===== config.mk =====
export PLATFORM = sky130hd
export DESIGN_NAME = motor_feedback_multiturn_decoder_unit
export DESIGN_NICKNAME = d
export VERILOG_FILES = /design/src/hw/rtl/mfmd_pkg.sv /design/src/hw/rtl/motor_feedback_multiturn_decoder_unit.sv /design/src/hw/rtl/mfmd_decode.sv /design/src/hw/rtl/mfmd_scale.sv
export SDC_FILE = /design/constraint.sdc
export NUM_CORES = 2
export LEC_CHECK = 0
export ABC_CLOCK_PERIOD_IN_PS = 28300
export BUFFER_PORTS_ARGS = -buffer_cell sky130_fd_sc_hd__buf_2
export CAP_MARGIN = 20
export CORE_UTILIZATION = 30
export DETAILED_ROUTE_END_ITERATION = 6
export PLACE_DENSITY = 0.41
export SLEW_MARGIN = 20
export SYNTH_ARGS = -nofsm -noshare
export SYNTH_HDL_FRONTEND = slang
export SYNTH_HIERARCHICAL = 1
export SYNTH_SLANG_ARGS = --single-unit

===== constraint.sdc =====
create_clock -name clk -period 28.3 [get_ports clk]
set_clock_uncertainty 0.2 [all_clocks]
set_input_delay 1.415 -clock clk [delete_from_list [all_inputs] [get_ports clk]]
set_output_delay 1.415 -clock clk [all_outputs]
set_load 0.01 [all_outputs]

===== src/hw/rtl/mfmd_pkg.sv =====
`timescale 1ns / 1ps

package mfmd_pkg;

  // Scale factors, each rounded to 32 fraction bits.
  localparam logic signed [29:0] K_TENTH   = 30'sd429496730;  // 0.1
  localparam logic signed [29:0] K_RPM2RAD = 30'sd449767923;  // pi/30
  localparam logic signed [20:0] K_CNT2RAD = 21'sd823550;     // 2*pi/32768

  // A position step larger than half a turn counts as a wrap.
  localparam logic signed [16:0] JUMP_LIMIT = 17'sd16384;

  // Limits for the angle path.
  localparam logic signed [41:0] POS_CLAMP = 42'sd1099511627776;
  localparam logic signed [41:0] RAD_MAX   = 42'sd2199023255551;
  localparam logic signed [41:0] RAD_MIN   = -42'sd2199023255552;

  // Values handed from the decode stage to the scale stage.
  typedef struct packed {
    logic signed [15:0] speed_raw;
    logic signed [15:0] current_raw;
    logic signed [15:0] voltage_raw;
    logic signed [23:0] turn_count;
    logic signed [38:0] multi_turn_position;
    logic signed [41:0] clamped;
    logic signed [28:0] v16;
  } mfmd_mid_t;

endpackage


===== src/hw/rtl/motor_feedback_multiturn_decoder_unit.sv =====
`timescale 1ns / 1ps
// Motor feedback decoder with multi-turn position tracking.
// Input channel: one 8-byte feedback payload per beat on frame_payload,
// accepted at a clock edge with in_valid high and in_stall low. The payload
// holds speed, current, rotor position and voltage as big-endian words.
// Output channel: one result beat per input beat, with the raw words, the
// turn count, the multi-turn position and the velocity and angle in Q.16.
// It is taken at an edge with out_valid high and out_stall low.
// The position offset is written through cfg_write_en / cfg_write_data,
// only while no beat is in flight: a rule for the user, not enforced here.
// The path holds a decode stage register, then the result register after the
// scaling multipliers. One beat is taken every cycle while no stall holds.
// When the receiver stalls, the whole two-stage pipeline holds and in_stall
// rises in the same cycle; nothing is dropped.
// A synchronous reset clears the turn counter, the stored previous position,
// the offset and both stage valid flags. The first beat after reset is
// compared against a previous position of zero.
module motor_feedback_multiturn_decoder_unit import mfmd_pkg::*; #(
  parameter int TURN_BITS = 24
) (
  input  logic               clk,
  input  logic               rst,
  input  logic               in_valid,
  output logic               in_stall,
  input  logic [63:0]        frame_payload,
  output logic               out_valid,
  input  logic               out_stall,
  output logic signed [15:0] speed_raw,
  output logic signed [15:0] current_raw,
  output logic signed [15:0] voltage_raw,
  output logic signed [23:0] turn_count,
  output logic signed [38:0] multi_turn_position,
  output logic signed [25:0] velocity_rad,
  output logic signed [41:0] position_rad,
  input  logic               cfg_write_en,
  input  logic [31:0]        cfg_write_data
);

  logic               advance;
  logic               accept;
  logic               mid_valid;
  logic signed [31:0] position_offset;
  mfmd_mid_t          mid;

  // The pipeline moves whenever the result register is free or being taken.
  assign advance  = !out_valid || !out_stall;
  assign in_stall = !advance;
  assign accept   = in_valid && advance;

  // Stage valid flags.
  always_ff @(posedge clk) begin
    if (rst) begin
      mid_valid <= 1'b0;
      out_valid <= 1'b0;
    end else if (advance) begin
      mid_valid <= in_valid;
      out_valid <= mid_valid;
    end
  end

  // Position offset register.
  always_ff @(posedge clk) begin
    if (rst) begin
      position_offset <= '0;
    end else if (cfg_write_en) begin
      position_offset <= $signed(cfg_write_data);
    end
  end

  mfmd_decode #(
    .TURN_BITS (TURN_BITS)
  ) u_decode (
    .clk           (clk),
    .rst           (rst),
    .accept        (accept),
    .advance       (advance),
    .frame_payload (frame_payload),
    .mid           (mid)
  );

  mfmd_scale u_scale (
    .clk                 (clk),
    .advance             (advance),
    .mid                 (mid),
    .position_offset     (position_offset),
    .speed_raw           (speed_raw),
    .current_raw         (current_raw),
    .voltage_raw         (voltage_raw),
    .turn_count          (turn_count),
    .multi_turn_position (multi_turn_position),
    .velocity_rad        (velocity_rad),
    .position_rad        (position_rad)
  );

endmodule


===== src/hw/rtl/mfmd_decode.sv =====
`timescale 1ns / 1ps

module mfmd_decode import mfmd_pkg::*; #(
  parameter int TURN_BITS = 24
) (
  input  logic             clk,
  input  logic             rst,
  input  logic             accept,
  input  logic             advance,
  input  logic [63:0]      frame_payload,
  output mfmd_mid_t        mid
);

  localparam int FULL_W = TURN_BITS + 16;
  localparam int CMP_W  = (FULL_W > 42) ? FULL_W : 42;
  localparam int TCW    = (TURN_BITS > 24) ? TURN_BITS : 24;

  logic [TURN_BITS-1:0] turns;
  logic [TURN_BITS-1:0] turns_next;
  logic [15:0]          previous_position;

  logic signed [15:0]       speed;
  logic signed [15:0]       current;
  logic signed [15:0]       pos;
  logic signed [15:0]       volt;
  logic signed [16:0]       diff;
  logic signed [CMP_W-1:0]  turns_ext;
  logic signed [CMP_W-1:0]  full;
  logic signed [CMP_W-1:0]  clamp_val;
  logic signed [TCW-1:0]    tc_ext;
  logic signed [45:0]       sp_prod;
  logic signed [45:0]       sp_bias;
  logic signed [45:0]       sp_round;
  mfmd_mid_t                mid_next;

  // Split the payload into its four big-endian words.
  assign speed   = $signed(frame_payload[63:48]);
  assign current = $signed(frame_payload[47:32]);
  assign pos     = $signed(frame_payload[31:16]);
  assign volt    = $signed(frame_payload[15:0]);

  // Turn tracking: a large step in either direction is a wrap of the rotor.
  always_comb begin
    diff = 17'(pos) - 17'($signed(previous_position));
    if (diff > JUMP_LIMIT) begin
      turns_next = turns - 1'b1;
    end else if (diff < -JUMP_LIMIT) begin
      turns_next = turns + 1'b1;
    end else begin
      turns_next = turns;
    end
  end

  // Multi-turn position, widened so the clamp compare sees the true value.
  always_comb begin
    turns_ext = CMP_W'($signed(turns_next));
    full      = (turns_ext <<< 15) + CMP_W'(pos);
    tc_ext    = TCW'($signed(turns_next));
    if (full > CMP_W'(POS_CLAMP)) begin
      clamp_val = CMP_W'(POS_CLAMP);
    end else if (full < -CMP_W'(POS_CLAMP)) begin
      clamp_val = -CMP_W'(POS_CLAMP);
    end else begin
      clamp_val = full;
    end
  end

  // Speed to rpm in Q.16, rounded to nearest with ties away from zero.
  always_comb begin
    sp_prod  = 46'(speed) * 46'(K_TENTH);
    sp_bias  = sp_prod[45] ? 46'sd32767 : 46'sd32768;
    sp_round = sp_prod + sp_bias;
  end

  always_comb begin
    mid_next.speed_raw           = speed;
    mid_next.current_raw         = current;
    mid_next.voltage_raw         = volt;
    mid_next.turn_count          = tc_ext[23:0];
    mid_next.multi_turn_position = full[38:0];
    mid_next.clamped             = clamp_val[41:0];
    mid_next.v16                 = 29'(sp_round >>> 16);
  end

  // Tracker state moves only when a beat is accepted.
  always_ff @(posedge clk) begin
    if (rst) begin
      turns             <= '0;
      previous_position <= '0;
    end else if (accept) begin
      turns             <= turns_next;
      previous_position <= frame_payload[31:16];
    end
  end

  // Stage register toward the scale stage.
  always_ff @(posedge clk) begin
    if (advance) begin
      mid <= mid_next;
    end
  end

  // The turn counter changes only on an accepted beat.
  a_turns_hold: assert property (@(posedge clk) disable iff (rst)
    !accept |=> $stable(turns))
    else $error("turn counter changed without an accepted beat");

  // One beat moves the counter by at most one turn.
  a_turns_step: assert property (@(posedge clk) disable iff (rst)
    accept |=> (turns == $past(turns) || turns == $past(turns) - 1'b1 ||
                turns == $past(turns) + 1'b1))
    else $error("turn counter stepped by more than one");

  // The stored position follows the accepted beat.
  a_prev_track: assert property (@(posedge clk) disable iff (rst)
    accept |=> previous_position == $past(frame_payload[31:16]))
    else $error("previous position not taken from the accepted beat");

endmodule


===== src/hw/rtl/mfmd_scale.sv =====
`timescale 1ns / 1ps

module mfmd_scale import mfmd_pkg::*; (
  input  logic               clk,
  input  logic               advance,
  input  mfmd_mid_t          mid,
  input  logic signed [31:0] position_offset,
  output logic signed [15:0] speed_raw,
  output logic signed [15:0] current_raw,
  output logic signed [15:0] voltage_raw,
  output logic signed [23:0] turn_count,
  output logic signed [38:0] multi_turn_position,
  output logic signed [25:0] velocity_rad,
  output logic signed [41:0] position_rad
);

  logic signed [58:0] vel_prod;
  logic signed [58:0] vel_bias;
  logic signed [25:0] vel;
  logic signed [62:0] pos_prod;
  logic signed [62:0] pos_bias;
  logic signed [46:0] rad;
  logic signed [47:0] ang;
  logic signed [41:0] ang_sat;

  // Velocity in rad/s, Q.16, rounded with ties away from zero.
  always_comb begin
    vel_prod = 59'($signed(mid.v16)) * 59'(K_RPM2RAD);
    vel_bias = vel_prod[58] ? 59'sd2147483647 : 59'sd2147483648;
    vel      = 26'((vel_prod + vel_bias) >>> 32);
  end

  // Angle in rad, Q.16, then the zero-point offset and saturation.
  always_comb begin
    pos_prod = 63'($signed(mid.clamped)) * 63'(K_CNT2RAD);
    pos_bias = pos_prod[62] ? 63'sd32767 : 63'sd32768;
    rad      = 47'((pos_prod + pos_bias) >>> 16);
    ang      = 48'sd0 - 48'(rad) - 48'(position_offset);
    if (ang > 48'(RAD_MAX)) begin
      ang_sat = RAD_MAX;
    end else if (ang < 48'(RAD_MIN)) begin
      ang_sat = RAD_MIN;
    end else begin
      ang_sat = ang[41:0];
    end
  end

  // Result register.
  always_ff @(posedge clk) begin
    if (advance) begin
      speed_raw           <= mid.speed_raw;
      current_raw         <= mid.current_raw;
      voltage_raw         <= mid.voltage_raw;
      turn_count          <= mid.turn_count;
      multi_turn_position <= mid.multi_turn_position;
      velocity_rad        <= -vel;
      position_rad        <= ang_sat;
    end
  end

endmodule

## Word level (Yosys, flattened, before mapping)

Index checks and enable logic that the tools add are counted.

| word-level totals | value |
|---|---|
| bits in registers | 435 |
| bits of input ports | 101 |
| output and inout bits | 181 |
| word-level logic and storage cells | 52 |

| cells by class | value |
|---|---|
| add/subtract/negate cells | 10 |
| multipliers | 3 |
| magnitude comparators | 6 |
| muxes and demuxes | 7 |
| reductions and logical operators | 6 |

Operator list:

| kind | number |
|---|---|
| $mux W42 | 2 |
| $add A63 B17 Y63 | 1 |
| $mul A42 B20 Y62 const B | 1 |
| $mul A29 B30 Y59 const B | 1 |
| $add A58 B58 Y58 | 1 |
| $gt A48 B42 Y1 const B | 1 |
| $lt A48 B42 Y1 const B | 1 |
| $mux W24 | 2 |
| $sub A1 B47 Y48 const A | 1 |
| $sub A48 B32 Y48 | 1 |
| $add A45 B45 Y45 | 1 |
| $mul A16 B29 Y45 const B | 1 |
| $gt A42 B42 Y1 const B | 1 |
| $lt A42 B41 Y1 const B | 1 |
| $add A39 B16 Y40 | 1 |
| $mux W16 | 2 |
| $mux W32 | 1 |
| $neg A26 Y26 | 1 |
| $add A24 B1 Y24 const B | 1 |
| $sub A24 B1 Y24 const B | 1 |
| $gt A17 B16 Y1 const B | 1 |
| $lt A17 B15 Y1 const B | 1 |
| $sub A16 B16 Y17 | 1 |
| $logic_not A1 Y1 | 3 |
| other kinds (3) | 3 |

## Logic depth before layout (Yosys ltp)

| depth | value |
|---|---|
| depth in word-level cells | 7 |
| mapped depth | 54 |
| mapped depth without buffers | 52 |

## Modules after synthesis

Netlist, hierarchy kept.

By module, submodules not included:

| module | times used | cells each | area an instance (µm²) |
|---|---|---|---|
| mfmd_scale | 1 | 4620 | 44990.6 |
| mfmd_decode | 1 | 1603 | 16138.0 |
| motor_feedback_multiturn_decoder_unit | 1 | 113 | 1253.7 |

## Least setup slack after synthesis

No wires, ideal clock.

| path | value |
|---|---|
| kind | reg2reg |
| start | register, netlist name u_decode/mid[68] |
| end | register u_scale.position_rad[35] (data pin) |
| setup time | 0.272 ns |
| arrival time | 12.624 ns |
| required time | 27.828 ns |
| slack | 15.204 ns |
| stages on the path, launching flop included | 51 |
| cells stage by stage | edfxtp_1 buf_4 clkbuf_1 inv_1 clkbuf_1 fa_1 fa_1 inv_1 fa_1 ha_1 fa_1 fa_1 inv_1 fa_1 inv_1 ha_1 buf_2 nand4_1 [15 not listed] a21oi_1 or2_2 ha_1 ha_1 a21o_1 a21o_1 a21oi_1 o31ai_1 o2111ai_1 a21oi_1 a221o_1 a31oi_1 o21ai_0 xnor2_1 nand3_1 o41ai_1 clkbuf_1 o21ai_0 |

| between the ends | value |
|---|---|
| word-level cells in the longest chain between the ends | 7 |
| elaborated cells between the ends (all ways) | 8 |

RTL lines:

| what | RTL line | text |
|---|---|---|
| $mul A42 B20 Y62 (*) | mfmd_scale.sv:35 | `pos_prod = 63'($signed(mid.clamped)) * 63'(K_CNT2RAD);` |
| $mux W16 | mfmd_scale.sv:36 | `pos_bias = pos_prod[62] ? 63'sd32767 : 63'sd32768;` |
| $add A63 B17 Y63 (*) | mfmd_scale.sv:37 | `rad = 47'((pos_prod + pos_bias) >>> 16);` |
| $sub A1 B47 Y48 (*) | mfmd_scale.sv:38 | `ang = 48'sd0 - 48'(rad) - 48'(position_offset);` |
| $sub A48 B32 Y48 (*) | mfmd_scale.sv:38 |  |
| $lt A48 B42 Y1 | mfmd_scale.sv:41 | `end else if (ang < 48'(RAD_MIN)) begin` |
| $mux W42 | mfmd_scale.sv:41 |  |
| end signal: assignment | mfmd_scale.sv:57 | `position_rad <= ang_sat;` |
| end: declaration | mfmd_scale.sv:14 | `output logic signed [41:0] position_rad` |

Every way passes the cells marked *; elsewhere a longest branch is shown, timed or not.
A chain may end at the register's enable or synchronous reset.

## Worst setup path after layout

| path | value |
|---|---|
| start | register, netlist name u_decode/mid[68] |
| end | register u_scale.position_rad[6] (data pin) |

| between the ends | value |
|---|---|
| word-level cells in the longest chain between the ends | 7 |
| elaborated cells between the ends (all ways) | 8 |

RTL lines:

| what | RTL line |
|---|---|
| $mul A42 B20 Y62 (*) | mfmd_scale.sv:35 |
| $mux W16 | mfmd_scale.sv:36 |
| $add A63 B17 Y63 (*) | mfmd_scale.sv:37 |
| $sub A1 B47 Y48 (*) | mfmd_scale.sv:38 |
| $sub A48 B32 Y48 (*) | mfmd_scale.sv:38 |
| $lt A48 B42 Y1 | mfmd_scale.sv:41 |
| $mux W42 | mfmd_scale.sv:41 |

Marks and branches as above.

==> qor.csv <==
stage,metric,value,unit
status,status,finished with violations,
status,violations in the final reports,DRC,
logic_synthesis,Avg Synthesized Cell Area,9.85,um2
routing,drt drc,4,
cts,cts hold-fix bufs,0,
timing,setup ws final,13.29,ns
timing,RSZ-0062 raised after global routing,false,
logic_synthesis,"Cell Area, Synth",0.0624,mm2
critical_path,critical path required time,28.49,ns
timing,minimum clock period,15.01,ns
worst_hold_path,worst hold endpoint,u_scale/voltage_raw[4],
logic_synthesis,cell taking the most area after synthesis,fa_1,
logic_synthesis,share of the synthesized area in the top cell type,26.7,%
routing,DRT Pass-1 Iters,7,
critical_path,worst r2r dst,u_scale/position_rad[6],
critical_path,crit-path max cell delay,0.78,ns
routing,"antenna viol nets, final",0,
cells_and_area,Area Overhead vs Synth,9.61,%
floorplanning,die width,458,um
timing,Max Slew Vio Count,0,
global_routing,met2 usage,28.0,%
cells_and_area,final net count,8350,
worst_hold_path,worst hold start,u_decode/mid[138],
floorplanning,die area,0.210,mm2
routing,via count,44100,
cts,post-CTS sizing,0,
cells_and_area,Reg area,0.0111,mm2
cts,clock buffer depth,3,
routing,DR vias/cell,4.75,
critical_path,crit path capture type,register,
cts,CTS H-tree depth,2,
critical_path,R2R Path Start,u_decode/mid[68],
placement,GPL Wtd Cong,0.861,
placement,Final HPWL DP,155000,um
placement,number of port buffers,281,
global_routing,initial antenna violation count,5,
critical_path,arrival time at the worst endpoint,15.20,ns
placement,Place WS,13.37,ns
run,max-cap violation count,0,
critical_path,worst path bufs/invs,7,
timing,crit share post-route,53.0,%
cts,Clock transition at path regs,0.06,ns
timing,count of final setup violators,0,
routing,Post-Route WL,179000,um
floorplanning,Core Rows,167,
timing,Least-Margin Pin Slew,1.10,ns
critical_path,worst reg-to-reg setup slack,13.29,ns
critical_path,Startpoint Class,register,
worst_hold_path,Hold Path Class,reg -> reg,
global_routing,GRT Residual Overflow,0,
cts,CTS buffer count,53,
global_routing,M1 GR Usage,23.8,%
global_routing,GRT Resource Usage Total,17.0,%
routing,initial DRC count,2248,
worst_hold_path,Hold Crit Depth,0,
cells_and_area,multi-input logic area,0.0452,mm2
timing,final setup TNS,0,ns
cts,root buffer cell,clkbuf_16,
cts,clock latency at the later pin of the worst-skew pair,0.68,ns
global_routing,global-route wire length before repair,276000,um
logic_synthesis,Syn Inst Count,6336,
floorplanning,Die Span Y,458,um
logic_synthesis,Yosys cell types,132,
routing,wire per inst,19.3,um
cts,postcts setup bufs,0,
cts,CTS sink cnt,394,
critical_path,CP most frequent cell,ha_1,
logic_synthesis,Synthesis Warnings,6,
logic_synthesis,share of the yosys chip area belonging to registers,17.8,%
global_routing,number of global-route vias before repair,45600,
floorplanning,Ports,282,
critical_path,top fanout value on the critical path,41,
logic_synthesis,top post-synthesis cells by area,"fa_1 (27%), ha_1 (18%), edfxtp_1 (15%)",
logic_synthesis,Main synth FF type,edfxtp_1,
cells_and_area,layout cells sized above 1,8.16,%
logic_synthesis,share of flip-flops with an asynchronous set or reset,0,%
critical_path,Crit Path Class,reg -> reg,
global_routing,grt peak-use layer,met2,
logic_synthesis,register bit total from synthesis,394,
cells_and_area,FILL cells,21500,
logic_synthesis,"EDFF count, synth",320,
timing,final hold vios,0,
floorplanning,Initial Utilization,30.2,%
logic_synthesis,post-synthesis net count,8153,
timing,Max Freq,0.0666,GHz
global_routing,grt met3 use,2.07,%
critical_path,Critical-path top delay cell,nand4_1,
critical_path,path depth of the worst reg2reg path,48,
global_routing,pin count of the biggest net entering global routing,99,
timing,Max-Slew Margin vs Limit,25.6,%
critical_path,"Largest delay share family, worst path",adder cells,
floorplanning,area of the core,0.207,mm2
cts,CTS tree,built,
==> cell families (layout without fill, tap and decap cells) <==
kind of cell	count (synthesis)	count (layout)	share of synthesized area, %
and+or+nand+nor	1161	1161	9.80
AOI/OAI and AO/OA	1075	1075	11.7
xor gates and xnor gates	362	362	5.14
other	0	3	0
buffers and inverters	1550	1791	9.82
muxes	78	78	1.31
DFF	394	394	17.8
adders and majority gates	1716	1716	44.4
==> layout by cell type (no fill, tap or decap), types with 66 or more instances in the layout <==
cell type  Yosys  layout
xor2_1       113     112
xnor2_1      247     247
nor2_1       267     267
fa_1         832     832
nor3_1        85      84
inv_1       1392    1391
edfxtp_1     320     320
a21oi_1      302     302
buf_2         32     280
a21o_1       154     154
dfxtp_1       74      74
mux2i_1       66      66
ha_1         884     884
nand3_1      109     109
nand2_1      248     248
nand4_1       88      88
o21ai_0      211     211
==> worst max-delay path by stage <==
stage | start | endpoint | slack, ns | cells past startpoint
3_3_place_gp | u_decode/mid[68] | u_scale/position_rad[11] | 13.54 | 51
6_report | u_decode/mid[68] | u_scale/position_rad[6] | 13.29 | 48
3_5_place_dp | u_decode/mid[68] | u_scale/position_rad[15] | 13.37 | 48
4_1_cts | u_decode/mid[68] | u_scale/position_rad[15] | 13.31 | 48
5_1_grt | u_decode/mid[68] | u_scale/position_rad[6] | 12.29 | 48
2_1_floorplan | u_decode/mid[68] | u_scale/position_rad[35] | 15.20 | 50
==> flip-flops by register name (all words and copies together), names as in the netlist <==
signal                       flops
u_decode/mid                   141
u_scale/position_rad            42
u_scale/multi_turn_position     39
position_offset                 32
u_scale/velocity_rad            26
u_decode/turns                  24
u_scale/turn_count              24
u_decode/previous_position      16
u_scale/current_raw             16
u_scale/speed_raw               16
u_scale/voltage_raw             16
mid_valid                        1
out_valid                        1
==> routing by layer <==
layer	routed length (um)	vias up
met5	56	-
li1	-	21500
met2	83800	634
met1	86000	21800
met3	5740	136
met4	3740	8
==> final cells by class <==
type	instances	share of cell area, %
diodes	3	0.0110
clock buffers	67	2.05
clock inverters	32	0.743
inverters	1392	7.65
multi-input cells	4392	66.1
flip-flops and latches	394	16.2
well taps	2704	4.95
repair buffers	300	2.27
==> per-stage QoR <==
stage	instance area (um2)	hold WS, ns	std cells	util, %
6_report	68400	0.211	9284	33.1
3_3_place_gp	66500	0.200	9182	32.1
5_1_grt	68400	0.213	9282	33.1
3_5_place_dp	66500	0.205	9182	32.1
2_1_floorplan	62400	0.200	6336	-
4_1_cts	68400	0.213	9281	33.0
==> synth_stat cells, types with 10 or more instances <==
library cell,count
inv_1,1392
ha_1,884
fa_1,832
edfxtp_1,320
a21oi_1,302
nor2_1,267
nand2_1,248
xnor2_1,247
o21ai_0,211
a21o_1,154
xor2_1,113
nand3_1,109
nand4_1,88
nor3_1,85
dfxtp_1,74
clkbuf_1,69
mux2i_1,66
o21a_1,49
nand2b_1,45
buf_4,43
and3_1,40
and2_1,35
a211oi_1,34
o21bai_1,34
or3_1,34
nor2b_1,33
buf_2,32
or2_2,30
nor4_1,26
o31ai_1,23
a31oi_1,22
o211ai_1,22
nand3b_1,18
and4_1,16
o21ai_1,11
nand4b_1,10
nor3_2,10
nor3b_1,10
==> worst register-to-register path, delay by kind of cell, from the launching register on <==
family	cells	cell delay (ns)
fa+ha+maj	11	5.17
compound gates	16	3.38
simple gates	10	3.04
buf+inv	7	1.87
xor+xnor	3	0.62
flops	1	0.32
mux	1	0.13
Power is not shown: default switching activity piles up to over one toggle a cycle in this logic, so the estimate is an artifact.
